**src/qstg_pkg.sv**
```systemverilog
// ----------------------------------------------------------------------------
// qstg_pkg - shared types and constants of the queued square tone generator
// Word layouts, operation codes and fixed arithmetic constants.
// ----------------------------------------------------------------------------
package qstg_pkg;

    localparam int RATE_W    = 16;
    localparam int HZ_W      = 15;
    localparam int MS_W      = 16;
    localparam int STEP_W    = 17;
    localparam int PROD_W    = 32;
    localparam int PHASE_W   = 19;
    localparam int LEVEL_W   = 8;
    localparam int S_TDATA_W = 32;
    localparam int M_TDATA_W = 16;

    localparam logic [RATE_W-1:0] RATE_RESET = 16'hFFFF;
    // duration product is in units of rate * ms, one sample per thousand
    localparam logic [PROD_W-1:0] MS_PER_SEC  = 32'd1000;
    localparam logic [PROD_W-1:0] TWO_SAMPLES = 32'd2000;

    typedef enum logic {
        OP_TICK  = 1'b0,
        OP_QUEUE = 1'b1
    } op_t;

    typedef struct packed {
        logic [MS_W-1:0] duration_ms;
        logic [HZ_W-1:0] tone_hz;
        op_t             operation;
    } in_item_t;

    typedef struct packed {
        logic               accepted;
        logic               tone_pending;
        logic               tone_active;
        logic [LEVEL_W-1:0] sample_value;
    } result_t;

endpackage

```
**src/qstg_in_stage.sv**
```systemverilog
// ----------------------------------------------------------------------------
// qstg_in_stage - input register
// Holds one accepted input word until the tone core consumes it.
// ----------------------------------------------------------------------------
module qstg_in_stage (
    input  logic               aclk,
    input  logic               aresetn,
    input  logic               s_tvalid,
    output logic               s_tready,
    input  qstg_pkg::in_item_t s_item,
    output logic               item_valid,
    output qstg_pkg::in_item_t item,
    input  logic               item_take
);
    import qstg_pkg::*;

    logic     valid_reg;
    logic     valid_next;
    in_item_t item_reg;

    // room when empty or when the held word leaves this cycle
    assign s_tready = !valid_reg || item_take;

    always_comb begin
        valid_next = valid_reg;
        if (s_tvalid && s_tready) begin
            valid_next = 1'b1;
        end else if (item_take) begin
            valid_next = 1'b0;
        end
    end

    // valid flag
    always_ff @(posedge aclk) begin
        if (!aresetn) begin
            valid_reg <= 1'b0;
        end else begin
            valid_reg <= valid_next;
        end
    end

    // payload
    always_ff @(posedge aclk) begin
        if (s_tvalid && s_tready) begin
            item_reg <= s_item;
        end
    end

    assign item_valid = valid_reg;
    assign item       = item_reg;

endmodule

```
**src/qstg_core.sv**
```systemverilog
// ----------------------------------------------------------------------------
// qstg_core - tone state and per-word update
// Queue slot, playing tone, phase error accumulator and output level.
// Sample counts are kept as rate * ms products that drop by 1000 per sample.
// ----------------------------------------------------------------------------
module qstg_core (
    input  logic                          aclk,
    input  logic                          aresetn,
    input  logic                          fire,
    input  qstg_pkg::in_item_t            item,
    input  logic [qstg_pkg::RATE_W-1:0]   sample_rate,
    output qstg_pkg::result_t             result
);
    import qstg_pkg::*;

    // state
    logic [STEP_W-1:0]         cstep_reg, cstep_next;
    logic [PROD_W-1:0]         remain_reg, remain_next;
    logic                      active_reg, active_next;
    logic [PHASE_W-1:0]        pe_reg, pe_next;
    logic [STEP_W-1:0]         pstep_reg, pstep_next;
    logic [PROD_W-1:0]         pend_reg, pend_next;
    logic                      pend_valid_reg, pend_valid_next;
    logic [LEVEL_W-1:0]        level_reg, level_next;

    // datapath
    logic [STEP_W-1:0]         lim;
    logic [HZ_W-1:0]           half;
    logic [HZ_W-1:0]           hz_clamp;
    logic [STEP_W-1:0]         q_step;
    logic [PROD_W-1:0]         product;
    logic                      idle;
    logic                      play;
    logic [PROD_W-1:0]         r_eff;
    logic [STEP_W-1:0]         step_eff;
    logic [STEP_W-1:0]         st;
    logic [PHASE_W:0]          sum;
    logic [PHASE_W:0]          sum_wrap;
    logic                      wrap;
    logic                      accepted;

    // queue word arithmetic
    assign half     = sample_rate[RATE_W-1:1];
    assign hz_clamp = (item.tone_hz > half) ? half : item.tone_hz;
    assign q_step   = {hz_clamp, 2'b00};
    assign product  = sample_rate * item.duration_ms;

    // tick arithmetic
    assign lim      = {sample_rate, 1'b0};
    assign idle     = !active_reg;
    assign play     = idle ? pend_valid_reg : 1'b1;
    assign r_eff    = (idle && pend_valid_reg) ? pend_reg : remain_reg;
    assign step_eff = idle ? pstep_reg : cstep_reg;
    assign st       = (step_eff < lim) ? step_eff : lim;
    assign sum      = {pe_reg[PHASE_W-1], pe_reg} + {3'b000, st};
    assign sum_wrap = sum - {3'b000, lim};
    assign wrap     = $signed(sum) >= $signed({4'b0000, sample_rate});

    // next state
    always_comb begin
        cstep_next      = cstep_reg;
        remain_next     = remain_reg;
        active_next     = active_reg;
        pe_next         = pe_reg;
        pstep_next      = pstep_reg;
        pend_next       = pend_reg;
        pend_valid_next = pend_valid_reg;
        level_next      = level_reg;
        accepted        = 1'b0;
        case (item.operation)
            OP_QUEUE: begin
                if (!pend_valid_reg) begin
                    pstep_next      = q_step;
                    pend_next       = product;
                    pend_valid_next = product >= MS_PER_SEC;
                    accepted        = 1'b1;
                end
            end
            OP_TICK: begin
                if (idle) begin
                    cstep_next      = pstep_reg;
                    pend_valid_next = 1'b0;
                end
                if (play) begin
                    remain_next = r_eff - MS_PER_SEC;
                    active_next = r_eff >= TWO_SAMPLES;
                    if (wrap) begin
                        pe_next    = sum_wrap[PHASE_W-1:0];
                        level_next = ~level_reg;
                    end else begin
                        pe_next = sum[PHASE_W-1:0];
                    end
                end
            end
            default: begin
                accepted = 1'b0;
            end
        endcase
    end

    // state registers
    always_ff @(posedge aclk) begin
        if (!aresetn) begin
            cstep_reg      <= '0;
            remain_reg     <= '0;
            active_reg     <= 1'b0;
            pe_reg         <= {3'b000, RATE_RESET};
            pstep_reg      <= '0;
            pend_reg       <= '0;
            pend_valid_reg <= 1'b0;
            level_reg      <= '0;
        end else if (fire) begin
            cstep_reg      <= cstep_next;
            remain_reg     <= remain_next;
            active_reg     <= active_next;
            pe_reg         <= pe_next;
            pstep_reg      <= pstep_next;
            pend_reg       <= pend_next;
            pend_valid_reg <= pend_valid_next;
            level_reg      <= level_next;
        end
    end

    // result word
    assign result = '{accepted:     accepted,
                      tone_pending: pend_valid_next,
                      tone_active:  active_next,
                      sample_value: level_next};

`ifndef SYNTHESIS
    a_level_rail: assert property (@(posedge aclk) disable iff (!aresetn)
        level_reg == '0 || level_reg == '1)
        else $error("output level is neither 0 nor 255");

    a_active_flag: assert property (@(posedge aclk) disable iff (!aresetn)
        active_reg == (remain_reg >= MS_PER_SEC))
        else $error("active flag out of step with remaining count");

    a_idle_tick_drains: assert property (@(posedge aclk) disable iff (!aresetn)
        fire && item.operation == OP_TICK && !active_reg |=> !pend_valid_reg)
        else $error("idle tick left a tone queued");

    a_queue_no_advance: assert property (@(posedge aclk) disable iff (!aresetn)
        fire && item.operation == OP_QUEUE |=>
            $stable(remain_reg) && $stable(pe_reg) && $stable(level_reg))
        else $error("queue word moved the waveform");

    a_refused_keeps: assert property (@(posedge aclk) disable iff (!aresetn)
        fire && item.operation == OP_QUEUE && pend_valid_reg |=>
            pend_valid_reg && $stable(pend_reg) && $stable(pstep_reg))
        else $error("refused queue word changed the queued tone");
`endif

endmodule

```
**src/qstg_out_stage.sv**
```systemverilog
// ----------------------------------------------------------------------------
// qstg_out_stage - result register
// Holds one result word for the master side and paces the core.
// ----------------------------------------------------------------------------
module qstg_out_stage (
    input  logic              aclk,
    input  logic              aresetn,
    input  logic              item_valid,
    output logic              fire,
    input  qstg_pkg::result_t result,
    output logic              m_tvalid,
    input  logic              m_tready,
    output qstg_pkg::result_t m_result
);
    import qstg_pkg::*;

    logic    valid_reg;
    logic    valid_next;
    result_t result_reg;

    // core runs when a word waits and the result slot frees up
    assign fire = item_valid && (!valid_reg || m_tready);

    always_comb begin
        valid_next = valid_reg;
        if (fire) begin
            valid_next = 1'b1;
        end else if (m_tready) begin
            valid_next = 1'b0;
        end
    end

    // valid flag
    always_ff @(posedge aclk) begin
        if (!aresetn) begin
            valid_reg <= 1'b0;
        end else begin
            valid_reg <= valid_next;
        end
    end

    // payload
    always_ff @(posedge aclk) begin
        if (fire) begin
            result_reg <= result;
        end
    end

    assign m_tvalid = valid_reg;
    assign m_result = result_reg;

endmodule

```
**src/queued_square_tone_generator.sv**
```systemverilog
// Path: an accepted input word waits in the input register; its core result is
// captured in the result register and shown on m_tdata until it is taken.
// Throughput: one word per cycle while m_tready is high; the core updates its
// state once per word between the input register and the result register.
// Reset: aresetn synchronous, active low; clears queue, tone, level, phase
// error (set to the reset sample rate) and sample_rate (65535).
// ----------------------------------------------------------------------------
// queued_square_tone_generator - square-wave beeper with a one-deep tone queue
// Tick words advance a playing or queued tone one sample; queue words store the next tone.
// ----------------------------------------------------------------------------
module queued_square_tone_generator (
    input  logic                               aclk,
    input  logic                               aresetn,
    input  logic                               cfg_wr_en,
    input  logic [qstg_pkg::RATE_W-1:0]        cfg_wr_data,   // sample_rate
    input  logic                               s_tvalid,
    output logic                               s_tready,
    input  logic [qstg_pkg::S_TDATA_W-1:0]     s_tdata,       // tone_hz, duration_ms
    input  logic                               s_tuser,       // operation
    output logic                               m_tvalid,
    input  logic                               m_tready,
    // sample_value, tone_active, tone_pending, accepted
    output logic [qstg_pkg::M_TDATA_W-1:0]     m_tdata
);
    import qstg_pkg::*;

    logic [RATE_W-1:0] rate_reg;
    in_item_t          s_item;
    in_item_t          item;
    logic              item_valid;
    logic              fire;
    result_t           result;
    result_t           m_result;

    // sample rate register
    always_ff @(posedge aclk) begin
        if (!aresetn) begin
            rate_reg <= RATE_RESET;
        end else if (cfg_wr_en) begin
            rate_reg <= cfg_wr_data;
        end
    end

    // unpack input word
    assign s_item = '{duration_ms: s_tdata[HZ_W+MS_W-1:HZ_W],
                      tone_hz:     s_tdata[HZ_W-1:0],
                      operation:   op_t'(s_tuser)};

    qstg_in_stage u_in (
        .aclk       (aclk),
        .aresetn    (aresetn),
        .s_tvalid   (s_tvalid),
        .s_tready   (s_tready),
        .s_item     (s_item),
        .item_valid (item_valid),
        .item       (item),
        .item_take  (fire)
    );

    qstg_core u_core (
        .aclk        (aclk),
        .aresetn     (aresetn),
        .fire        (fire),
        .item        (item),
        .sample_rate (rate_reg),
        .result      (result)
    );

    qstg_out_stage u_out (
        .aclk       (aclk),
        .aresetn    (aresetn),
        .item_valid (item_valid),
        .fire       (fire),
        .result     (result),
        .m_tvalid   (m_tvalid),
        .m_tready   (m_tready),
        .m_result   (m_result)
    );

    // pack result word
    assign m_tdata = {{(M_TDATA_W - $bits(result_t)){1'b0}}, m_result};

endmodule

```
**config.mk**
```make
export PLATFORM = sky130hd
export DESIGN_NAME = queued_square_tone_generator
export DESIGN_NICKNAME = d
export VERILOG_FILES = /design/src/qstg_pkg.sv /design/src/qstg_in_stage.sv /design/src/qstg_core.sv /design/src/qstg_out_stage.sv /design/src/queued_square_tone_generator.sv
export SDC_FILE = /design/constraint.sdc
export NUM_CORES = 1
export LEC_CHECK = 0
export BUFFER_PORTS_ARGS = -buffer_cell sky130_fd_sc_hd__buf_2
export CAP_MARGIN = 40
export CORE_MARGIN = 4
export CORE_UTILIZATION = 60
export DETAILED_ROUTE_END_ITERATION = 12
export GPL_ROUTABILITY_DRIVEN = 1
export MAX_ROUTING_LAYER = met4
export PLACE_DENSITY = 0.78
export SKIP_CTS_REPAIR_TIMING = 1
export SLEW_MARGIN = 20
export SYNTH_ARGS = -nofsm -noshare
export SYNTH_HDL_FRONTEND = slang
export SYNTH_SLANG_ARGS = --single-unit
```
**constraint.sdc**
```tcl
create_clock -name aclk -period 9.2 [get_ports aclk]
set_input_delay 0.92 -clock aclk [delete_from_list [all_inputs] [get_ports aclk]]
set_output_delay 0.92 -clock aclk [all_outputs]
set_load 0.01 [all_outputs]
```
# After elaboration in Yosys (flattened, before gate mapping)
# Index checks and enable logic that the tools add are counted.
# Widths: inputs -> output; s select.
[word_totals] register_bits=186 inputBits=54 out_inout_bits=18 word_cells=62
[op_classes] n_addsub=3 n_mul=1 magnitude_cmp=5 mux=19 n_bitwise=3 reduce_logical=13
[ops] op="$mux 17" count=2
[ops] op="$ge 32x10->1 const B" count=1
[ops] op="$ge 32x11->1 const B" count=1
[ops] op="$mul 16x16->32" count=1
[ops] op="$mux 32" count=1
[ops] op="$sub 32x10->32 const B" count=1
[ops] op="$mux 8" count=3
[ops] op="$add 19x18->20" count=1
[ops] op="$ge 20x17->1" count=1
[ops] op="$mux 19" count=1
[ops] op="$sub 19x17->19" count=1
[ops] op="$lt 17x17->1" count=1
[ops] op="$gt 15x15->1" count=1
[ops] op="$mux 15" count=1
[ops] op="$mux 1" count=10
[ops] op="$not 8->8" count=1
[ops] op="$reduce_and 3->1" count=2
[ops] op="$reduce_bool 2->1" count=2
[ops] op="$logic_and 1x1->1" count=3
[ops] op="$logic_not 1->1" count=3
[ops] op="$logic_or 1x1->1" count=2
[ops] op="$not 1->1" count=2
[ops] op="$pmux 1 s2" count=1
[ops] op="$reduce_and 2->1" count=1

# Longest topological paths before layout
# Gate-level depths: netlist of the first run.
[depth] ltp_word=8 mapped_depth=36 ltp_nobuf=32

# Hierarchy
# A second synthesis of the first run with hierarchy kept.
[hier_totals] hier_cells=2278 area_unflattened_um2=19700.1
[modules_own_cells] mod="qstg_core" instances=1 cells_each=2168 area_each_um2=17682.0 seq_area_each_um2=2382.3
[modules_own_cells] mod="qstg_in_stage" instances=1 cells_each=37 area_each_um2=1018.5 seq_area_each_um2=980.9
[modules_own_cells] mod="queued_square_tone_generator" instances=1 cells_each=58 area_each_um2=621.8 seq_area_each_um2=320.3
[modules_own_cells] mod="qstg_out_stage" instances=1 cells_each=15 area_each_um2=377.9 seq_area_each_um2=350.3

# Worst setup path after synthesis of the first run
# OpenSTA, ideal clock, no wires.
[synth_path] path_type="reg-to-reg" from="register u_core.active_reg" to="register u_out.result_reg, in the netlist u_out.m_result[0], data pin" setup_time_ps=260 arrival_time_ps=6691 required_ps=8940 setup_slack_ps=2249 path_stages_with_launch=34 path_buffers=4 period_less_slack_ps=6951 path_cell_list="dfxtp_1 > clkbuf_1 > buf_1 > mux2_2 > ha_1 > a21o_1 > a21o_1 > a21o_1 > a211oi_1 > o21ai_0 > a31oi_1 > o21ai_1 > clkbuf_1 > nor2_1 > ha_1 > inv_1 > fa_1 > nor2b_1 > o31ai_2 > a2111oi_0 > or2_1 > o21ai_0 > a21boi_0 > o21ai_0 > nand2b_1 > xor2_1 > ha_1 > o21ai_0 > a21oi_1 > nor4_1 > a32oi_2 > nor3b_1 > buf_4 > xor2_1"
[synth_rtl] element="start: declaration" line_no="qstg_core.sv:19" text="logic active_reg, active_next;"
[synth_rtl] element="start signal: assignment" line_no="qstg_core.sv:115" text="active_reg <= active_next;"
[synth_rtl] element="end signal: assignment" line_no="qstg_out_stage.sv:45" text="result_reg <= result;"
[synth_rtl] element="end: declaration" line_no="qstg_out_stage.sv:19" text="result_t result_reg;"

# Final worst setup path of the first run
[layout_path] from="register u_core.active_reg" to="register u_core.pe_reg[17]"
[layout_between] elab_chain_cells=6 elab_cells_between_ends=9 cone_classes="add/sub: 2; order compare: 2; mux: 4; reduce/logical: 1"
[layout_rtl] element="$mux 17 *" line_no="qstg_core.sv:53" text="assign step_eff = idle ? pstep_reg : cstep_reg;"
[layout_rtl] element="via u_core.step_eff[2]" line_no="qstg_core.sv:35" text="logic [STEP_W-1:0] step_eff;"
[layout_rtl] element="$lt 17x17->1" line_no="qstg_core.sv:54" text="assign st = (step_eff < lim) ? step_eff : lim;"
[layout_rtl] element="$mux 17 *" line_no="qstg_core.sv:54"
[layout_rtl] element="$add 19x18->20 *" line_no="qstg_core.sv:55" text="assign sum = {pe_reg[PHASE_W-1], pe_reg} + {3'b000, st};"
[layout_rtl] element="$sub 19x17->19 / $ge 20x17->1 (equally long branches)" line_no="qstg_core.sv:56, qstg_core.sv:57"
[layout_rtl] element="$mux 19 *" line_no="qstg_core.sv:87" text="if (wrap) begin"
[layout_rtl] element="end signal: assignment" line_no="qstg_core.sv:107" text="pe_reg <= {3'b000, RATE_RESET};"
[layout_rtl] element="end signal: assignment" line_no="qstg_core.sv:116" text="pe_reg <= pe_next;"
[layout_rtl] element="end: declaration" line_no="qstg_core.sv:20" text="logic [PHASE_W-1:0] pe_reg, pe_next;"
# Mark *: on every way through the listed nets, which the timed path passes. The rest lies on a longest branch.
# A chain may end at the register's enable or synchronous reset.

==> metrics.csv, run 1 <==
stage,metric,value,unit
critical_path,arrival,8.32,ns
clocking,cts-root-buf,clkbuf_16,
timing,finalSetupViolCount,0,
timing,rsz0062_at_grt,no,
die,ioPinCount,72,
critical_path,critPathSlowestCell,dfxtp_1,
timing,finalHoldViolations,0,
timing,fin_crit_sh,86.5,%
critical_path,start_kind,register,
clocking,ctsHtreeMaxLevel,4,
clocking,clkTransAtPathRegs,0.07,ns
clocking,cts_sinks,180,
drt,drc_errors,0,
synth,netlist_area,19700,sq um
drt,drt_iter0_markers,1219,
critical_path,reg2reg_from,u_core.active_reg,
drt,viasPerCell,6.00,
timing,drv_slew,0,
min_path,hp-start,u_core.cstep_reg[0],
drt,first_pass_iters,6,
cells_and_area,final_common_cell,nand2_1,
critical_path,cp-end-kind,register,
cells_and_area,drive_above_1_share,8.47,%
die,coreArea,32500,sq um
min_path,hold_depth,1,
clocking,cts_tree,built,
critical_path,cp.required,9.57,ns
job,cap_violations,0,
die,die_width,189,um
timing,setup_slack,1.25,ns
timing,worstMarginPinSlew,0.857,ns
global_route,grt_util_all_layers,28.6,%
place,place.detailed.instances,2720,
die,start_util,60.7,%
synth,yosysTopAreaCellShare,19.9,%
min_path,hp-class,reg2reg,
place,portBuffers,65,
cells_and_area,fin_util,64.9,%
synth,synth_area_per_cell,8.59,sq um
global_route,grt_pass1_vias,16900,
synth,ys_seq_area_share,20.4,%
global_route,gr-total-overflow,0,
drt,num_vias,16500,
critical_path,r2r_cells,33,
drt,wire_per_inst,17.7,um
global_route,grt_max_degree,81,
cells_and_area,area_delta_synth_final,6.85,%
cells_and_area,nNetsFinal,2735,
cells_and_area,final_cells,2756,
clocking,clkLatencyLatePin,0.45,ns
cells_and_area,largest_reg_flops,32,
critical_path,worstReg2RegEnd,u_core.pe_reg[17],
critical_path,cp-startpoint,u_core.active_reg,
synth,postSynthRegisterBits,180,
place,hpwl,37500,um
global_route,antenna_found_initial,0,
critical_path,critPathKind,reg2reg,
timing,tns,0,ns
critical_path,critical_path_peak_fanout,17,
min_path,min_to,u_core.cstep_reg[0],
synth,synth_warnings,0,
die,core.rowCount,66,
synth,syn_inst,2299,
synth,synth_flop_cell,dfxtp_1,
place,gp_congestion,0.953,
timing,fmax,126,MHz
die,die_area,35900,sq um
cells_and_area,mostFrequentLayoutCells,"nand2_1, inv_1, fa_1, ha_1, nor2_1",
timing,max_slew_margin,42.2,%
clocking,clockBufferDepth,2,
drt,ant_nets,0,
drt,wl,48900,um
timing,fin_crit,7.95,ns
global_route,grt_pass1_wl,81900,um
synth,synth_area_leaders,"fa_1, dfxtp_1, ha_1",
cells_and_area,antennaDiodeCount,0,
synth,yosys.area.top_type,fa_1,
timing,skew,0.0159,ns
run_status,status,"complete, no violations",
synth,synth_cell_type_count,85,
place,place_ws,1.34,ns
clocking,cts_buffers,17,
critical_path,reg2reg_slack,1.25,ns
synth,synth_enable_flop_cells,43,
critical_path,cpPeakStageDelay,0.88,ns
synth,synthArstFlopShare,0,%
die,die_h,189,um
-- worst max path at each step --
stage | slack [ns] | depth (start not counted) | endpoint
2_1_floorplan | 2.25 | 33 | u_out.m_result[0]
6_report | 1.25 | 33 | u_core.pe_reg[17]
5_1_grt | 0.54 | 33 | u_core.pe_reg[17]
4_1_cts | 1.27 | 32 | u_core.pe_reg[7]
3_5_place_dp | 1.34 | 32 | u_core.pe_reg[7]
3_3_place_gp | 1.47 | 32 | u_core.pe_reg[7]
-- cell usage after synthesis, drive strengths merged (7+ instances only) --
library cell,number
nand4,11
nor3,52
nand2,283
o2111ai,10
edfxtp,43
ha,184
nor4,10
inv,279
and3,12
mux2,35
xor2,30
and2,133
a21o,29
clkbuf,94
o211ai,46
nor2,181
buf,24
o31ai,13
a2111oi,7
fa,196
mux2i,49
a21oi,100
a211oi,36
nand2b,13
o21a,16
nand3,32
xnor2,35
or2,8
nor2b,9
or3,18
a31oi,15
dfxtp,137
o21ai,74
-- worst max-delay path: cells and delay by family (launching register included) --
family | cells | cell delay (ns)
flops | 1 | 0.88
simple gates | 6 | 1.12
buf+inv | 3 | 0.56
fa+ha+maj | 4 | 1.14
mux | 2 | 0.63
xor+xnor | 1 | 0.25
compound gates | 17 | 3.30
-- area by class of cell --
class / instances / area (sq um)
Clock buffer: 22 / 465
Clock inverter: 10 / 148
Fill cell: 2721 / 11400
Inverter: 279 / 1050
Multi-Input combinational cell: 1725 / 14200
Sequential cell: 180 / 4030
Tap cell: 442 / 553
Timing Repair Buffer: 98 / 644
-- cells by family after synthesis --
kind of cell | after synthesis | synth area share (%)
buffers and inverters | 398 | 7.92
adder cells (fa/ha/maj) | 380 | 31.5
AND/OR/NAND/NOR | 779 | 18.5
AO/OA/AOI/OAI | 412 | 14.2
XOR/XNOR | 65 | 2.88
other | 1 | 0.0190
multiplexers | 84 | 4.48
flip-flops | 180 | 20.4
-- through the flow --
step | hold WS (ns) | cell area (sq um)
finish | 0.461 | 21100
detailed placement | 0.449 | 20400
floorplan | 0.428 | 19800
global route | 0.489 | 21100
global placement | 0.436 | 20300
CTS | 0.458 | 21000
-- metal layers --
| metal | vias up | GRT usage, % | part of all wire (%) |
|---|---|---|---|
| li1 | 7702 | - | - |
| met1 | 8079 | 33.6 | 40 |
| met2 | 580 | 48.9 | 50 |
| met3 | 165 | 3.34 | 4.9 |
| met4 | 0 | 14.1 | 5.2 |
| met5 | - | - | 0 |
Power of run 1 is left out: the tool's default activity adds up to more than one toggle a clock period on the data nets, which glitch-free logic cannot reach.
==> inputs of run 2 (changes only) <==
--- a/config.mk
+++ b/config.mk
@@ -8,7 +8,7 @@
 export BUFFER_PORTS_ARGS = -buffer_cell sky130_fd_sc_hd__buf_2
 export CAP_MARGIN = 40
 export CORE_MARGIN = 4
-export CORE_UTILIZATION = 60
+export CORE_UTILIZATION = 58
 export DETAILED_ROUTE_END_ITERATION = 12
 export GPL_ROUTABILITY_DRIVEN = 1
 export MAX_ROUTING_LAYER = met4
==> constraint.sdc (replaced) <==
create_clock -name aclk -period 6.4 [get_ports aclk]
set_input_delay 0.64 -clock aclk [delete_from_list [all_inputs] [get_ports aclk]]
set_output_delay 0.64 -clock aclk [all_outputs]
set_load 0.01 [all_outputs]
==> run 2 against run 1 <==
  * The flow now finishes with violations (setup timing)
  * Wire length increased by 14%
  * Core utilization increased by 7.0 points
  * Sequential cell count unchanged
  * Critical path type unchanged
==> metrics.csv, run 2 (synthesis gave the netlist of run 1 again) <==
stage,metric,value,unit,change
run_status,status,"complete, but fails checks",,
run_status,violations,setup timing,,
timing,fin_crit_sh,109,%,+22 points
timing,max_slew_margin,45.7,%,+3.5 points
timing,setup_slack,-0.549,ns,-1.79 ns
drt,drc_errors,0,,unchanged
clocking,cts_tree,built,,
place,place_ws,-0.599,ns,-1.94 ns
critical_path,start_kind,register,,
critical_path,critPathKind,reg2reg,,
critical_path,cp.required,6.62,ns,-2.95 ns
critical_path,critical_path_peak_fanout,6,,-11
job,cap_violations,0,,unchanged
timing,fmax,144,MHz,+14%
die,die_width,193,um,+1.6%
die,die_area,37100,sq um,+3.3%
cells_and_area,final_common_cell,nand2_1,,
clocking,ctsHtreeMaxLevel,4,,unchanged
timing,worstMarginPinSlew,0.809,ns,-0.0486 ns
cells_and_area,largest_reg_flops,32,,unchanged
clocking,clockBufferDepth,2,,unchanged
drt,ant_nets,0,,unchanged
timing,fin_crit,6.95,ns,-1.01 ns
die,start_util,58.9,%,-1.8 points
global_route,grt_pass1_wl,87600,um,+6.9%
critical_path,r2r_cells,24,,-27%
min_path,hp-class,in2reg,,
cells_and_area,antennaDiodeCount,0,,unchanged
critical_path,cp-end-kind,register,,
cells_and_area,final_cells,3020,,+9.6%
place,hpwl,42300,um,+13%
drt,drt_iter0_markers,1219,,unchanged
clocking,cts_sinks,180,,unchanged
global_route,gr-total-overflow,0,,unchanged
place,gp_congestion,0.924,,-3.0%
die,ioPinCount,72,,unchanged
clocking,clkTransAtPathRegs,0.09,ns,+0.02 ns
clocking,clkLatencyLatePin,0.47,ns,+0.02 ns
cells_and_area,drive_above_1_share,23.4,%,+15 points
place,place.detailed.instances,2967,,+9.1%
die,coreArea,33500,sq um,+3.1%
global_route,grt_max_degree,53,,-35%
min_path,hold_depth,1,,unchanged
cells_and_area,mostFrequentLayoutCells,"nand2_1, inv_1, buf_4, fa_1, nor2_1",,
die,core.rowCount,67,,+1.5%
timing,finalHoldViolations,0,,unchanged
die,die_h,193,um,+1.6%
clocking,cts-root-buf,clkbuf_16,,
critical_path,arrival,7.17,ns,-1.15 ns
clocking,cts_buffers,17,,unchanged
timing,skew,0.0201,ns,+0.00428 ns
cells_and_area,nNetsFinal,2993,,+9.4%
drt,wire_per_inst,18.4,um,+4.0%
global_route,antenna_found_initial,0,,unchanged
cells_and_area,area_delta_synth_final,22.1,%,
timing,finalSetupViolCount,19,,+19
timing,tns,-1.70,ns,-1.70 ns
global_route,grt_pass1_vias,18100,,+7.1%
drt,num_vias,17800,,+7.8%
timing,rsz0062_at_grt,yes,,
drt,first_pass_iters,8,,+2
timing,drv_slew,0,,unchanged
drt,viasPerCell,5.90,,-1.7%
global_route,grt_util_all_layers,30.2,%,+1.6 points
place,portBuffers,65,,unchanged
drt,wl,55700,um,+14%
[run 2: cell types whose count changed in the layout (fill, tap and decap cells not counted), moves of 10 or more]
cell,change
o21ai_0,-14
ha_4,+19
buf_4,+240
a21oi_2,+14
fa_2,+10
fa_1,-10
ha_1,-20
buf_6,+17
a21oi_1,-15
[run 2: stage by stage]
stage / area, sq um / utilization (%) / hold slack, ns
6_report: 24100 / 71.9 / 0.338
5_1_grt: 24100 / 71.9 / 0.329
4_1_cts: 23000 / 68.5 / 0.325
3_5_place_dp: 22400 / 66.8 / 0.442
3_3_place_gp: 22300 / 66.6 / 0.434
2_1_floorplan: 20000 / - / 0.428
[run 2: path summary, 6_finish.rpt]
kind / startpoint / end / slack [ns]
worst max-delay path: u_in.item[21] / u_out.m_result[9] / -0.55
worst min-delay path: s_tdata[18] / u_in.item[19] / 0.34
worst max register to register: u_in.item[21] / u_out.m_result[9] / -0.55
worst min register to register: u_core.cstep_reg[0] / u_core.cstep_reg[0] / 0.45
[run 2: routing by layer]
layer  routed length, um  track usage [%]  vias to the layer above
li1                    -                -                     8234
met1               21600             34.7                     8715
met2               28200             52.4                      657
met3                2980             3.94                      203
met4                2940             14.3                        0
met5                   0                -                        -
[run 2: critical path, stage by stage (launching register included)]
cell and delay [ns]:
edfxtp_1 0.55, buf_6 0.19, and2_4 0.13, fa_1 0.54, inv_2 0.04, fa_1 0.50
fa_2 0.58, inv_2 0.04, fa_2 0.44, fa_1 0.55, inv_1 0.05, fa_1 0.53
inv_2 0.05, ha_4 0.17, a211o_1 0.34, a2111oi_4 0.33, a21oi_2 0.08, buf_4 0.15
nand3_4 0.09, nand3_1 0.09, a21oi_1 0.29, o211ai_1 0.12, or4_4 0.54, nor3_4 0.21
nor2_1 0.07
[run 2: area by class of cell]
cell class                 count  area [sq um]
clock buffer                  17           425
sequential                   180          4040
clock inverter                15           165
inverter                     279          1050
fill                        2476          9420
timing repair buffer         356          2700
tap                          448           561
multi-input combinational   1725         15200
Power of run 2 is left out for the same reason.
==> inputs of run 3 (changes only) <==
--- a/config.mk
+++ b/config.mk
@@ -13,6 +13,7 @@
 export GPL_ROUTABILITY_DRIVEN = 1
 export MAX_ROUTING_LAYER = met4
 export PLACE_DENSITY = 0.78
+export SETUP_SLACK_MARGIN = 0.4
 export SKIP_CTS_REPAIR_TIMING = 1
 export SLEW_MARGIN = 20
 export SYNTH_ARGS = -nofsm -noshare
==> run 3 against run 2 <==
  * Clock skew is 0.0063 ns lower
  * Via count is 0.91% higher
  * The flow still finishes with violations (setup timing)
  * Core utilization is 0.71 points higher
  * Critical endpoint unchanged
  * Critical path type unchanged
  * Register-to-register slack hardly changed
  * Highest routed layer unchanged
  * Largest cell class unchanged
==> metrics.csv, run 3 (synthesis gave the netlist of run 1 again) <==
stage,metric,value,unit,change
run_status,status,"complete, but fails checks",,
run_status,violations,setup timing,,
die,core.rowCount,67,,unchanged
critical_path,cp-startpoint,u_in.item[21],,
timing,hold_slack,0.349,ns,+0.0107 ns
place,gp_congestion,0.942,,+1.9%
drt,num_vias,18000,,+0.91%
timing,worstMarginPinSlew,0.816,ns,+0.00684 ns
global_route,grt_pass1_wl,87900,um,+0.40%
critical_path,critical_path_peak_fanout,5,,-1
cells_and_area,final-seq-area,4040,sq um,unchanged
critical_path,crit_buf_inv,6,,unchanged
critical_path,cpPeakStageDelay,0.57,ns,about the same
timing,skew,0.0139,ns,-0.00629 ns
critical_path,start_kind,register,,
critical_path,crit_path_end,u_out.m_result[9],,
die,start_util,58.9,%,unchanged
clocking,clkTransAtPathRegs,0.08,ns,about the same
global_route,grt_pass1_vias,18300,,+0.59%
cells_and_area,drive_above_1_share,24.2,%,+0.76 points
die,die_h,193,um,unchanged
place,postPlaceCellArea,22500,sq um,+0.51%
cells_and_area,final_common_cell,buf_4,,
clocking,clkLatencyLatePin,0.46,ns,about the same
drt,wl,57100,um,+2.4%
die,die_area,37100,sq um,unchanged
clocking,ctsHtreeMaxLevel,4,,unchanged
cells_and_area,final_area,24400,sq um,+0.99%
critical_path,cp_common_cell,fa_1,,
critical_path,arrival,7.17,ns,about the same
clocking,cts_tree,built,,
timing,fin_crit_sh,109,%,+0.13 points
drt,viasPerCell,5.92,,+0.44%
critical_path,worstReg2RegEnd,u_out.m_result[9],,
cells_and_area,nNetsFinal,3007,,+0.47%
cells_and_area,mostFrequentLayoutCells,"buf_4, nand2_1, inv_1, fa_1, nor2_1",,
clocking,cts-root-buf,clkbuf_16,,
die,die_width,193,um,unchanged
global_route,antenna_found_initial,0,,unchanged
drt,drc_errors,0,,unchanged
timing,setup_slack,-0.557,ns,-0.00811 ns
global_route,grt_max_degree,72,,+36%
critical_path,reg2reg_slack,-0.56,ns,about the same
cells_and_area,largest_reg_flops,32,,unchanged
global_route,grt_util_all_layers,30.3,%,+0.097 points
timing,finalSetupViolCount,38,,+19
cells_and_area,area_delta_synth_final,23.3,%,
critical_path,cp.depth,24,,unchanged
critical_path,path_delay_family,adder cells,,
critical_path,crit_chain,buf_6 > and2_4 > fa_1 > inv_1 > fa_1 > fa_2 > inv_2 > fa_1 > fa_1 > inv_2 > fa_1 > inv_2 > ha_4 > a21oi_2 > o21ai_4 > a21boi_4 > buf_6 > a21boi_2 > or3_4 > a2111oi_4 > nand4_1 > or4_4 > nor3_4 > nor2_1,,
min_path,hp-class,in2reg,,
timing,rsz0062_at_grt,yes,,
critical_path,critPathSlowestCell,fa_1,,
cells_and_area,multi_input_comb_area,15300,sq um,+0.89%
timing,drv_slew,0,,unchanged
drt,ant_nets,0,,unchanged
die,ioPinCount,72,,unchanged
place,hpwl,42400,um,about the same
critical_path,reg2reg_from,u_in.item[21],,
critical_path,critPathKind,reg2reg,,
drt,drt_iter0_markers,1225,,+0.49%
cells_and_area,antennaDiodeCount,0,,unchanged
die,coreArea,33500,sq um,unchanged
place,portBuffers,65,,unchanged
clocking,cts_buffers,17,,unchanged
global_route,gr-total-overflow,0,,unchanged
critical_path,cp.required,6.61,ns,about the same
job,cap_violations,0,,unchanged
timing,fin_crit,6.96,ns,+0.00811 ns
timing,finalHoldViolations,0,,unchanged
place,place_ws,-0.664,ns,-0.0648 ns
cells_and_area,fill_cells,2397,,-3.2%
clocking,clockBufferDepth,2,,unchanged
timing,max_slew_margin,45.5,%,-0.22 points
clocking,cts_sinks,180,,unchanged
critical_path,r2r_cells,24,,unchanged
critical_path,cp-end-kind,register,,
timing,fmax,144,MHz,-0.12%
drt,wire_per_inst,18.8,um,+2.0%
drt,first_pass_iters,5,,-3
-- run 3: final cells by class --
type	count	share of cell area (%)
well taps	448	2.30
multi-input cells	1725	62.8
inverters	279	4.30
repair buffers	370	11.6
clock inverters	13	0.550
flip-flops and latches	180	16.6
clock buffers	19	1.78
-- run 3: worst min-delay path by stage --
| stage | depth (start not counted) | slack (ns) | to | startpoint |
|---|---|---|---|---|
| 2_1_floorplan | 1 | 0.43 | u_core.cstep_reg[0] | u_core.cstep_reg[0] |
| 3_3_place_gp | 1 | 0.43 | u_core.cstep_reg[0] | u_core.cstep_reg[0] |
| 3_5_place_dp | 1 | 0.44 | u_core.cstep_reg[0] | u_core.cstep_reg[0] |
| 4_1_cts | 1 | 0.35 | u_in.item[24] | s_tdata[23] |
| 5_1_grt | 1 | 0.33 | u_in.item[26] | s_tdata[25] |
| 6_report | 1 | 0.35 | u_in.item[27] | s_tdata[26] |
-- run 3: layer usage --
metal | GRT usage, % | part of all wire [%] | up-vias
met5 | - | 0 | -
met4 | 14.8 | 5.9 | 0
li1 | - | - | 8247
met3 | 4.20 | 5.8 | 259
met2 | 52.6 | 51 | 704
met1 | 34.4 | 38 | 8761
-- run 3: worst register-to-register path, stage by stage (launching register included) --
cell and delay, ns:
edfxtp_1 0.53, buf_6 0.19, and2_4 0.13, fa_1 0.52
inv_1 0.05, fa_1 0.46, fa_2 0.56, inv_2 0.04
fa_1 0.48, fa_1 0.57, inv_2 0.04, fa_1 0.52
inv_2 0.05, ha_4 0.22, a21oi_2 0.19, o21ai_4 0.10
a21boi_4 0.21, buf_6 0.13, a21boi_2 0.06, or3_4 0.40
a2111oi_4 0.36, nand4_1 0.16, or4_4 0.46, nor3_4 0.19
nor2_1 0.07
-- run 3: stage by stage --
step | util [%] | TNS, ns | std cells
2_1_floorplan | - | -0.215 | 2303
3_3_place_gp | 66.9 | -10.01 | 2968
3_5_place_dp | 67.1 | -12.83 | 2971
4_1_cts | 68.8 | -15.80 | 3003
5_1_grt | 72.6 | -19.01 | 3034
6_report | 72.6 | -10.17 | 3034
Power of run 3 is left out for the same reason.
